--- config.mk ---
export PLATFORM = sky130hd
export DESIGN_NAME = beacon_direction_mode_filter_unit
export DESIGN_NICKNAME = d
export VERILOG_FILES = /design/src/hw/rtl/bdmf_pkg.sv /design/src/hw/rtl/bdmf_fifo.sv /design/src/hw/rtl/bdmf_front.sv /design/src/hw/rtl/bdmf_back.sv /design/src/hw/rtl/beacon_direction_mode_filter_unit.sv
export VERILOG_INCLUDE_DIRS = /design/src /design/src/hw/rtl
export SDC_FILE = /design/constraint.sdc
export NUM_CORES = 1
export LEC_CHECK = 0
export BUFFER_PORTS_ARGS = -buffer_cell sky130_fd_sc_hd__buf_2
export CAP_MARGIN = 5
export CELL_PAD_IN_SITES_DETAIL_PLACEMENT = 0
export CELL_PAD_IN_SITES_GLOBAL_PLACEMENT = 1
export CORE_UTILIZATION = 38
export CTS_CLUSTER_DIAMETER = 50
export DETAILED_ROUTE_END_ITERATION = 8
export HOLD_SLACK_MARGIN = 0.08
export PLACE_DENSITY = 0.77
export SYNTH_ARGS = -nofsm -noshare
export SYNTH_HDL_FRONTEND = slang
export SYNTH_SLANG_ARGS = --single-unit
--- constraint.sdc ---
create_clock -name clk -period 5.37 [get_ports clk]
set_input_delay 0.537 -clock clk [delete_from_list [all_inputs] [get_ports clk]]
set_output_delay 0.537 -clock clk [all_outputs]
set_load 0.01 [all_outputs]
--- src/hw/rtl/beacon_direction_mode_filter_unit_macros.svh ---
// assertion macros shared by the beacon filter rtl
`ifndef BEACON_DIRECTION_MODE_FILTER_UNIT_MACROS_SVH
`define BEACON_DIRECTION_MODE_FILTER_UNIT_MACROS_SVH

`ifndef SYNTHESIS
`define BDMF_ASSERT(lbl, expr, msg) \
    lbl: assert property (@(posedge clk) disable iff (!rst_n) (expr)) else $error(msg);
`define BDMF_ASSERT_NEXT(lbl, ante, cons, msg) \
    lbl: assert property (@(posedge clk) disable iff (!rst_n) (ante) |=> (cons)) \
        else $error(msg);
`else
`define BDMF_ASSERT(lbl, expr, msg)
`define BDMF_ASSERT_NEXT(lbl, ante, cons, msg)
`endif

`endif

--- src/hw/rtl/bdmf_pkg.sv ---
// types and constants of the beacon direction mode filter
package bdmf_pkg;

    localparam int LEVEL_W        = 10;
    localparam int WINDOW_DEFAULT = 10;
    localparam int QUEUE_DEPTH    = 2;
    localparam int CFG_ADDR_W     = 3;
    localparam int CFG_DATA_W     = 32;

    localparam logic [LEVEL_W-1:0] THRESHOLD_RESET = 10'd500;

    // register index taken from paddr[2]
    localparam logic [0:0] REG_THRESHOLD = 1'b0;

    typedef logic [LEVEL_W-1:0] level_t;

    typedef enum logic [1:0] {
        DIR_NORTH = 2'd0,
        DIR_EAST  = 2'd1,
        DIR_SOUTH = 2'd2,
        DIR_WEST  = 2'd3
    } dir_t;

    // word passed from the classifier to the tally stage
    typedef struct packed {
        dir_t instant;
        logic found;
    } mid_word_t;

    // result word
    typedef struct packed {
        dir_t instant;
        dir_t smoothed;
        logic found;
    } out_word_t;

endpackage

--- src/hw/rtl/bdmf_fifo.sv ---
// small register fifo used between the front, the back and the result side
`include "beacon_direction_mode_filter_unit_macros.svh"

module bdmf_fifo #(
    parameter int WIDTH = 3,
    parameter int DEPTH = 2
) (
    input  logic             clk,
    input  logic             rst_n,
    input  logic             push,
    input  logic [WIDTH-1:0] wdata,
    output logic             full,
    input  logic             pop,
    output logic [WIDTH-1:0] rdata,
    output logic             empty
);

    localparam int PTR_W = (DEPTH > 1) ? $clog2(DEPTH) : 1;
    localparam int CNT_W = $clog2(DEPTH + 1);

    logic [WIDTH-1:0] mem_reg [DEPTH];
    logic [PTR_W-1:0] wr_ptr_reg, wr_ptr_next;
    logic [PTR_W-1:0] rd_ptr_reg, rd_ptr_next;
    logic [CNT_W-1:0] count_reg, count_next;
    logic             do_push;
    logic             do_pop;

    assign full    = (count_reg == CNT_W'(DEPTH));
    assign empty   = (count_reg == '0);
    assign do_push = push && !full;
    assign do_pop  = pop && !empty;
    assign rdata   = mem_reg[rd_ptr_reg];

    always_comb
    begin
        wr_ptr_next = wr_ptr_reg;
        rd_ptr_next = rd_ptr_reg;
        count_next  = count_reg;
        if (do_push)
        begin
            wr_ptr_next = (wr_ptr_reg == PTR_W'(DEPTH - 1)) ? '0 : wr_ptr_reg + PTR_W'(1);
        end
        if (do_pop)
        begin
            rd_ptr_next = (rd_ptr_reg == PTR_W'(DEPTH - 1)) ? '0 : rd_ptr_reg + PTR_W'(1);
        end
        if (do_push && !do_pop)
        begin
            count_next = count_reg + CNT_W'(1);
        end
        else if (do_pop && !do_push)
        begin
            count_next = count_reg - CNT_W'(1);
        end
    end

    always_ff @(posedge clk or negedge rst_n)
    begin
        if (!rst_n)
        begin
            wr_ptr_reg <= '0;
            rd_ptr_reg <= '0;
            count_reg  <= '0;
        end
        else
        begin
            wr_ptr_reg <= wr_ptr_next;
            rd_ptr_reg <= rd_ptr_next;
            count_reg  <= count_next;
        end
    end

    always_ff @(posedge clk)
    begin
        if (do_push)
        begin
            mem_reg[wr_ptr_reg] <= wdata;
        end
    end

    `BDMF_ASSERT(count_in_range, count_reg <= CNT_W'(DEPTH), "fifo count above depth")
    `BDMF_ASSERT_NEXT(count_grows, do_push && !do_pop, count_reg == $past(count_reg) + CNT_W'(1), "fifo count did not grow on push")

endmodule

--- src/hw/rtl/bdmf_front.sv ---
// front end: picks the strongest direction and the beacon flag of one sample
module bdmf_front (
    input  bdmf_pkg::level_t    west_level,
    input  bdmf_pkg::level_t    south_level,
    input  bdmf_pkg::level_t    east_level,
    input  bdmf_pkg::level_t    north_level,
    input  bdmf_pkg::level_t    threshold,
    output bdmf_pkg::mid_word_t word
);

    bdmf_pkg::level_t best;
    bdmf_pkg::dir_t   dir;

    // scan west, south, east, north; strict less keeps the earliest minimum
    always_comb
    begin
        best = west_level;
        dir  = bdmf_pkg::DIR_WEST;
        if (south_level < best)
        begin
            best = south_level;
            dir  = bdmf_pkg::DIR_SOUTH;
        end
        if (east_level < best)
        begin
            best = east_level;
            dir  = bdmf_pkg::DIR_EAST;
        end
        if (north_level < best)
        begin
            best = north_level;
            dir  = bdmf_pkg::DIR_NORTH;
        end
    end

    assign word.instant = dir;
    assign word.found   = (west_level >= threshold) || (south_level >= threshold) ||
                          (east_level >= threshold) || (north_level >= threshold);

endmodule

--- src/hw/rtl/bdmf_back.sv ---
// back end: direction history, per-direction tallies and the mode pick
`include "beacon_direction_mode_filter_unit_macros.svh"

module bdmf_back #(
    parameter int WINDOW = bdmf_pkg::WINDOW_DEFAULT
) (
    input  logic                clk,
    input  logic                rst_n,
    input  bdmf_pkg::mid_word_t in_word,
    input  logic                in_empty,
    output logic                in_pop,
    input  logic                out_full,
    output logic                out_push,
    output bdmf_pkg::out_word_t out_word
);

    localparam int CNT_W = $clog2(WINDOW + 1);
    localparam int SUM_W = CNT_W + 2;

    bdmf_pkg::dir_t   ring_reg [WINDOW];
    logic [CNT_W-1:0] tally_reg [4];
    logic [CNT_W-1:0] tally_next [4];
    bdmf_pkg::dir_t   oldest;
    bdmf_pkg::dir_t   mode;
    logic             take;

    assign take     = !in_empty && !out_full;
    assign in_pop   = take;
    assign out_push = take;
    // the history is a shift line, its last tap is the entry that drops out
    assign oldest   = ring_reg[WINDOW-1];

    always_comb
    begin
        for (int d = 0; d < 4; d++)
        begin
            tally_next[d] = tally_reg[d]
                - CNT_W'((oldest == bdmf_pkg::dir_t'(2'(d))) && (tally_reg[d] != '0))
                + CNT_W'(in_word.instant == bdmf_pkg::dir_t'(2'(d)));
        end
    end

    // greatest tally, ties to the lower code
    always_comb
    begin
        mode = bdmf_pkg::DIR_NORTH;
        for (int i = 1; i < 4; i++)
        begin
            if (tally_next[i] > tally_next[mode])
            begin
                mode = bdmf_pkg::dir_t'(2'(i));
            end
        end
    end

    assign out_word.instant  = in_word.instant;
    assign out_word.smoothed = mode;
    assign out_word.found    = in_word.found;

    always_ff @(posedge clk or negedge rst_n)
    begin
        if (!rst_n)
        begin
            for (int i = 0; i < WINDOW; i++)
            begin
                ring_reg[i] <= bdmf_pkg::DIR_NORTH;
            end
            tally_reg[0] <= CNT_W'(WINDOW);
            tally_reg[1] <= '0;
            tally_reg[2] <= '0;
            tally_reg[3] <= '0;
        end
        else if (take)
        begin
            ring_reg[0] <= in_word.instant;
            for (int i = 1; i < WINDOW; i++)
            begin
                ring_reg[i] <= ring_reg[i-1];
            end
            for (int d = 0; d < 4; d++)
            begin
                tally_reg[d] <= tally_next[d];
            end
        end
    end

    `BDMF_ASSERT(tally_sum_window, SUM_W'(tally_reg[0]) + SUM_W'(tally_reg[1]) + SUM_W'(tally_reg[2]) + SUM_W'(tally_reg[3]) == SUM_W'(WINDOW), "tallies do not sum to the window")
    `BDMF_ASSERT_NEXT(ring_takes_word, take, ring_reg[0] == $past(in_word.instant), "history did not take the word")

endmodule

--- src/hw/rtl/beacon_direction_mode_filter_unit.sv ---
// top level of the beacon direction mode filter
//
// input channel: push a word of four 10-bit readings (west, south, east,
// north) while full is low; lower readings mean a stronger beacon.
// result channel: while empty is low the oldest result sits on
// instant_direction, smoothed_direction and beacon_found; pop takes it.
// direction codes: 0 north, 1 east, 2 south, 3 west.
// config: apb-style port, beacon_threshold at byte address 0, pready tied
// high, writes take effect when psel, penable and pwrite are high.
// path: an accepted word is held in the middle queue, moved by the back
// end into the result queue, and is then poppable.
// throughput: one word per cycle while the receiver keeps popping, set by
// the tally update of the back end; two-entry queues sit between front
// and back and on the result side, so either side may stall alone.
// a stalled receiver fills the result queue, then the middle queue, then
// full rises; nothing is dropped.
// reset: queues empty, history all north, north tally at the window size,
// threshold 500; no clearing pass is needed.
module beacon_direction_mode_filter_unit #(
    parameter int WINDOW      = bdmf_pkg::WINDOW_DEFAULT,
    parameter int QUEUE_DEPTH = bdmf_pkg::QUEUE_DEPTH
) (
    input  logic                            clk,
    input  logic                            rst_n,
    input  logic                            push,
    output logic                            full,
    input  logic [bdmf_pkg::LEVEL_W-1:0]    west_level,
    input  logic [bdmf_pkg::LEVEL_W-1:0]    south_level,
    input  logic [bdmf_pkg::LEVEL_W-1:0]    east_level,
    input  logic [bdmf_pkg::LEVEL_W-1:0]    north_level,
    input  logic                            pop,
    output logic                            empty,
    output logic [1:0]                      instant_direction,
    output logic [1:0]                      smoothed_direction,
    output logic                            beacon_found,
    input  logic                            psel,
    input  logic                            penable,
    input  logic                            pwrite,
    input  logic [bdmf_pkg::CFG_ADDR_W-1:0] paddr,
    input  logic [bdmf_pkg::CFG_DATA_W-1:0] pwdata,
    output logic [bdmf_pkg::CFG_DATA_W-1:0] prdata,
    output logic                            pready
);

    bdmf_pkg::level_t    threshold_reg;
    bdmf_pkg::mid_word_t front_word;
    bdmf_pkg::mid_word_t mid_word;
    bdmf_pkg::out_word_t back_word;
    bdmf_pkg::out_word_t res_word;
    logic                mid_empty;
    logic                mid_pop;
    logic                res_full;
    logic                res_push;
    logic                cfg_write;

    assign pready    = 1'b1;
    assign cfg_write = psel && penable && pwrite && pready;

    always_ff @(posedge clk or negedge rst_n)
    begin
        if (!rst_n)
        begin
            threshold_reg <= bdmf_pkg::THRESHOLD_RESET;
        end
        else if (cfg_write && (paddr[2] == bdmf_pkg::REG_THRESHOLD))
        begin
            threshold_reg <= pwdata[bdmf_pkg::LEVEL_W-1:0];
        end
    end

    always_comb
    begin
        unique case (paddr[2])
            bdmf_pkg::REG_THRESHOLD:
            begin
                prdata = bdmf_pkg::CFG_DATA_W'(threshold_reg);
            end
            default:
            begin
                prdata = '0;
            end
        endcase
    end

    bdmf_front u_front (
        .west_level  (west_level),
        .south_level (south_level),
        .east_level  (east_level),
        .north_level (north_level),
        .threshold   (threshold_reg),
        .word        (front_word)
    );

    bdmf_fifo #(
        .WIDTH ($bits(bdmf_pkg::mid_word_t)),
        .DEPTH (QUEUE_DEPTH)
    ) u_mid_fifo (
        .clk   (clk),
        .rst_n (rst_n),
        .push  (push),
        .wdata (front_word),
        .full  (full),
        .pop   (mid_pop),
        .rdata (mid_word),
        .empty (mid_empty)
    );

    bdmf_back #(
        .WINDOW (WINDOW)
    ) u_back (
        .clk      (clk),
        .rst_n    (rst_n),
        .in_word  (mid_word),
        .in_empty (mid_empty),
        .in_pop   (mid_pop),
        .out_full (res_full),
        .out_push (res_push),
        .out_word (back_word)
    );

    bdmf_fifo #(
        .WIDTH ($bits(bdmf_pkg::out_word_t)),
        .DEPTH (QUEUE_DEPTH)
    ) u_res_fifo (
        .clk   (clk),
        .rst_n (rst_n),
        .push  (res_push),
        .wdata (back_word),
        .full  (res_full),
        .pop   (pop),
        .rdata (res_word),
        .empty (empty)
    );

    assign instant_direction  = res_word.instant;
    assign smoothed_direction = res_word.smoothed;
    assign beacon_found       = res_word.found;

endmodule
==> flow_summary.json, run 1 <==
{
  "reg2reg_slack_ps": -200,
  "cts_root_buf": "clkbuf_16",
  "grt_max_degree": 45,
  "worst_setup_path_start_kind": "flop",
  "drc": 0,
  "io_buffers": 74,
  "netlist.area_leader.share_pct": 22.3,
  "r2r_cells": 30,
  "hold_violations": 0,
  "cap_violations": 0,
  "worst-path-max-fanout": 4,
  "cts_tree": "done",
  "wire_per_inst_um": 14.8,
  "io_pins": 122,
  "layout.nets": 896,
  "hold_depth": 2,
  "syn_area_mm2": 0.00556,
  "synth_top_area_cell": "ha_1",
  "ys_seq_elements": 70,
  "relSlewSlack_pct": 62.9,
  "core_mm2": 0.0141,
  "avgSynthCellArea_um2": 9.41,
  "ys_types": 52,
  "cts_buffer_depth": 2,
  "fin_util_pct": 48.5,
  "hpwlAfterDp_mm": 10.5,
  "hold-path-endpoint": "threshold_reg[1]$_DFFE_PN0P_",
  "drv_slew": 0,
  "die_y_um": 123,
  "violations": "negative setup slack",
  "clock_skew_ps": 6.16,
  "setup-violations-final": 4,
  "num-fill-cells": 1337,
  "final_cell_mix": "94 x ha_1, 79 x nand2_1, 74 x buf_2",
  "seq_area_frac_synth_pct": 33.1,
  "async_flop_share_pct": 77.1,
  "antenna_left": 0,
  "clock_sinks": 70,
  "grt_pass1_vias": 4532,
  "largest_reg_flops": 18,
  "vias": 4518,
  "fin_crit_sh_pct": 104,
  "arrival_ps": 5660,
  "start_util_pct": 39.5,
  "place_congestion": 0.950,
  "clk_latency_ps": 340,
  "worstSetupEndpointType": "flop",
  "rr_startpoint": "u_back.tally_reg[15]$_DFFE_PN1P_",
  "status": "finished with violations",
  "first_iter_violations": 174,
  "vias_per_cell": 5.04,
  "tightest_slew_ps": 556,
  "cts_made_buffers": 9,
  "diodes": 0,
  "path_class": "flop to flop",
  "min_from": "pwdata[1]",
  "cp_slowest_stage_delay_ps": 540,
  "yosys-top-cells-area": "ha_1 22%, dfrtp_1 21%, edfxtp_1 8.6%, nand2_1 5.4%, inv_1 4.0%",
  "gr-usage-all-layers_pct": 19.1,
  "crit_slowest_cell": "dfstp_2",
  "synthCells": 591,
  "final_common_cell": "ha_1",
  "drive_above_1_share_pct": 27.1,
  "syn_to_final_growth_pct": 22.9,
  "grt_overflow": 0,
  "dr.pass1.iters": 4,
  "layout_setup_ws_ps": -200,
  "cts.htree.levels": 3,
  "path_clk_slew_ps": 60,
  "antenna_found_initial": 0,
  "min_path_type": "input port to flop",
  "synth_flop_cell": "dfrtp_1",
  "period_minus_slack_ps": 5570,
  "r2r-end": "u_res_fifo.mem_reg[1][2]$_DFFE_PP_",
  "num_rows": 43,
  "dieArea_mm2": 0.0151,
  "ys_warn_count": 0,
  "cp.required_ps": 5460,
  "grt_pass1_wl_mm": 22.1,
  "rsz0062_at_grt": "yes",
  "synth-edff-count": 16,
  "place_ws_ps": -442,
  "routed_wl_mm": 13.2,
  "dieWidth_um": 123,
  "max_clock_freq_ghz": 0.180
}
## logic make-up (layout without fill, tap and decap cells)
group / Yosys count / count (layout) / share of synthesized area, %
mux: 31 / 31 / 6.05
simple gates: 142 / 142 / 11.0
buf+inv: 99 / 203 / 8.32
compound gates: 123 / 123 / 14.1
fa+ha+maj: 105 / 105 / 24.1
other cells: 2 / 23 / 0.135
flops: 70 / 70 / 33.1
xor+xnor: 19 / 19 / 3.13
## cells in the mapped netlist (all sizes together) (13+ instances only)
cell	instances
a21o	13
edfxtp	16
ha	99
inv	60
buf	27
nor2	30
mux2i	13
dfrtp	46
mux2	18
nand2	80
a21oi	21
o21ai	48
## through the flow
step	TNS [ps]	hold WS, ps	instances	instance area (µm²)
floorplan	0	241	612	5640
global placement	-870	446	870	6320
detailed placement	-2140	449	870	6320
CTS	-1040	414	894	6790
global route	-1800	418	896	6840
finish	-791	433	896	6840
## routing by layer
| layer | GRT usage [%] | wire length (µm) |
|---|---|---|
| met5 | 0 | 0 |
| met4 | 5.57 | 233 |
| met3 | 4.11 | 486 |
| met2 | 32.5 | 6270 |
| met1 | 24.3 | 6250 |
## area by class of cell
type | instances | area [µm²] | share of cell area, %
Clock buffer | 9 | 225 | 3.29
Clock inverter | 7 | 105 | 1.54
Inverter | 61 | 229 | 3.35
Multi-Input combinational cell | 443 | 3440 | 50.3
Sequential cell | 70 | 1840 | 26.9
Tap cell | 180 | 225 | 3.29
Timing Repair Buffer | 126 | 774 | 11.3
## worst max-delay path, delay by kind of cell, from the launching register on
family / cells / cell delay [ps]
adders and majority gates: 9 / 2550
AOI/OAI and AO/OA: 9 / 1060
muxes: 1 / 180
buffers and inverters: 5 / 400
and+or+nand+nor: 6 / 570
DFF: 1 / 540
## worst max path at each step
stage	cells after the start	startpoint	to	slack (ps)
final	30	u_back.tally_reg[15]$_DFFE_PN1P_	u_res_fifo.mem_reg[1][2]$_DFFE_PP_	-200
after global routing	29	u_back.tally_reg[15]$_DFFE_PN1P_	u_res_fifo.mem_reg[0][2]$_DFFE_PP_	-460
after CTS	30	u_back.tally_reg[15]$_DFFE_PN1P_	u_res_fifo.mem_reg[0][2]$_DFFE_PP_	-260
after detailed placement	29	u_back.tally_reg[15]$_DFFE_PN1P_	u_res_fifo.mem_reg[1][1]$_DFFE_PP_	-440
after global placement	29	u_back.tally_reg[15]$_DFFE_PN1P_	u_res_fifo.mem_reg[1][1]$_DFFE_PP_	-200
after floorplan	29	u_back.tally_reg[15]$_DFFE_PN1P_	u_res_fifo.mem_reg[0][1]$_DFFE_PP_	10
## what timing repair did
item | 4_1_cts | 5_1_grt
hold buffers | 1 | 0
hold endpoints to repair | 6 | 0
setup buffers | 7 | 2
endpoints found under the setup margin | 4 | 8
resized for setup | 22 | 8
gates cloned | 0 | 0
pin swaps | 14 | 16
Power of run 1 is not shown: default switching activity piles up to over one toggle a cycle in this logic, so the estimate is an artifact.
==> run 2: changes to the inputs <==
--- a/config.mk
+++ b/config.mk
@@ -13,6 +13,7 @@
 export CORE_UTILIZATION = 38
 export CTS_CLUSTER_DIAMETER = 50
 export DETAILED_ROUTE_END_ITERATION = 8
+export GPL_TIMING_DRIVEN = 0
 export HOLD_SLACK_MARGIN = 0.08
 export PLACE_DENSITY = 0.77
 export SYNTH_ARGS = -nofsm -noshare
==> constraint.sdc (replaced) <==
create_clock -name clk -period 5.37 [get_ports clk]
set_input_delay 0.2685 -clock clk [delete_from_list [all_inputs] [get_ports clk]]
set_output_delay 0.2685 -clock clk [all_outputs]
set_load 0.01 [all_outputs]
==> run 2 against run 1 <==
First-iteration DRC count increased by 6.9%. Clock skew increased by 3.2 ps. Setup slack got worse by 78 ps. Wire length increased by 9.6%. Hold slack got worse by 270 ps. Global-route usage increased by 1.3 points. Final cell count increased by 2.9%. Clock-buffer cell count unchanged. Register-to-register slack got worse by 80 ps. Highest routed layer unchanged. The flow still finishes with violations (negative setup slack).
==> flow_summary.json, run 2 (same netlist as run 1, synthesis figures left out) <==
{
  "endpoint": "u_res_fifo.mem_reg[1][1]$_DFFE_PP_",
  "startpoint": "u_back.tally_reg[15]$_DFFE_PN1P_",
  "core_mm2": 0.0141,
  "arrival_ps": 5740,
  "min_path_type": "input port to flop",
  "num_rows": 43,
  "r2r_cells": 30,
  "syn_to_final_growth_pct": 26.8,
  "dr.pass1.iters": 4,
  "final_common_cell": "ha_1",
  "hold_violations": 0,
  "setup-violations-final": 4,
  "cp.required_ps": 5460,
  "cap_violations": 0,
  "reg2reg_slack_ps": -280,
  "vias_per_cell": 5.12,
  "tightest_slew_ps": 723,
  "cts_made_buffers": 9,
  "gr-usage-all-layers_pct": 20.5,
  "clock_sinks": 70,
  "r2r-end": "u_res_fifo.mem_reg[1][1]$_DFFE_PP_",
  "wire_per_inst_um": 15.7,
  "crit_slowest_cell": "fa_2",
  "drive_above_1_share_pct": 29.9,
  "cts_buffer_depth": 2,
  "grt_use_met1_pct": 24.7,
  "grt_max_degree": 55,
  "final_cell_mix": "93 x ha_1, 78 x nand2_1, 76 x buf_2",
  "antenna_found_initial": 0,
  "worst_setup_path_start_kind": "flop",
  "cts_root_buf": "clkbuf_16",
  "die_y_um": 123,
  "fin_crit_sh_pct": 105,
  "place_congestion": 0.887,
  "rr_startpoint": "u_back.tally_reg[15]$_DFFE_PN1P_",
  "violations": "negative setup slack",
  "drc": 0,
  "path_clk_slew_ps": 60,
  "dieArea_mm2": 0.0151,
  "grt_overflow": 0,
  "max_clock_freq_ghz": 0.177,
  "routed_wl_mm": 14.5,
  "grt_pass1_wl_mm": 23.5,
  "period_minus_slack_ps": 5650,
  "cts.htree.levels": 3,
  "grt_use_met2_pct": 35.3,
  "first_iter_violations": 186,
  "busiest_layer": "met2",
  "min_from": "pwdata[9]",
  "clock_skew_ps": 9.34,
  "relSlewSlack_pct": 51.8,
  "layout.nets": 922,
  "start_util_pct": 39.5,
  "vias": 4722,
  "path_class": "flop to flop",
  "status": "finished with violations",
  "fin_cells": 922,
  "hpwlAfterDp_mm": 10.8,
  "cts_tree": "done",
  "io_pins": 122,
  "dp_cells": 866,
  "cp_slowest_stage_delay_ps": 560,
  "largest_reg_flops": 18,
  "clk_latency_ps": 340,
  "diodes": 0,
  "rsz0062_at_grt": "yes",
  "use_met3_pct": 4.43,
  "io_buffers": 74,
  "dieWidth_um": 123,
  "grt_pass1_vias": 4746,
  "antenna_left": 0,
  "layout_setup_ws_ps": -278,
  "worst-path-max-fanout": 6,
  "drv_slew": 0,
  "worstSetupEndpointType": "flop"
}
[run 2: cell types whose count changed in the layout (fill, tap and decap cells not counted), sizes merged]
cell,change
inv,+1
buf,+15
clkinvlp,+1
bufinv,-2
clkbuf,+11
[run 2: how the worst min path moves through the flow]
stage / slack (ps) / cells past startpoint / end
2_1_floorplan: -30 / 0 / threshold_reg[0]$_DFFE_PN0P_
3_3_place_gp: 450 / 2 / u_back.ring_reg[12]$_DFFE_PN0P_
3_5_place_dp: 460 / 2 / u_back.ring_reg[4]$_DFFE_PN0P_
4_1_cts: 150 / 2 / threshold_reg[9]$_DFFE_PN0P_
5_1_grt: 160 / 2 / threshold_reg[4]$_DFFE_PN1P_
6_report: 160 / 2 / threshold_reg[9]$_DFFE_PN0P_
[run 2: per-layer routing]
layer | vias up | routed length [µm]
li1 | 2303 | -
met1 | 2250 | 6250
met2 | 136 | 7080
met3 | 33 | 719
met4 | 0 | 464
met5 | - | 0
[run 2: critical path: cells and delay by family, from the launching register on]
kind	cells	cell delay, ps
adders and majority gates	9	2600
AOI/OAI and AO/OA	10	1150
and+or+nand+nor	6	650
DFF	1	530
buffers and inverters	4	290
muxes	1	180
[run 2: area by class of cell]
type | count | area [µm²]
Clock buffer | 9 | 225
Buffer | 38 | 250
Fill cell | 1313 | 7040
Timing Repair Buffer | 114 | 718
Multi-Input combinational cell | 443 | 3510
Sequential cell | 70 | 1840
Clock inverter | 7 | 61.3
Inverter | 61 | 229
Tap cell | 180 | 225
[run 2: stage by stage]
| step | worst slack, ps | setup TNS (ps) | instance area [µm²] | hold slack [ps] | util (%) |
|---|---|---|---|---|---|
| 6_report | -278 | -1070 | 7060 | 159 | 50.1 |
| 5_1_grt | -461 | -1810 | 7060 | 164 | 50.1 |
| 4_1_cts | -268 | -1060 | 6890 | 147 | 48.9 |
| 3_5_place_dp | -576 | -4200 | 6240 | 458 | 44.3 |
| 3_3_place_gp | -479 | -2990 | 6240 | 447 | 44.3 |
| 2_1_floorplan | 10.9 | 0 | 5640 | -27.1 | - |
[run 2: repair_timing]
action,in CTS,in global routing
hold buffers,0,1
gates cloned,0,0
endpoints found under the setup margin,8,9
gates resized for setup,33,23
buffers inserted,34,8
pin swaps,11,16
hold endpoints to repair,0,46
Power of run 2 is left out for the same reason.
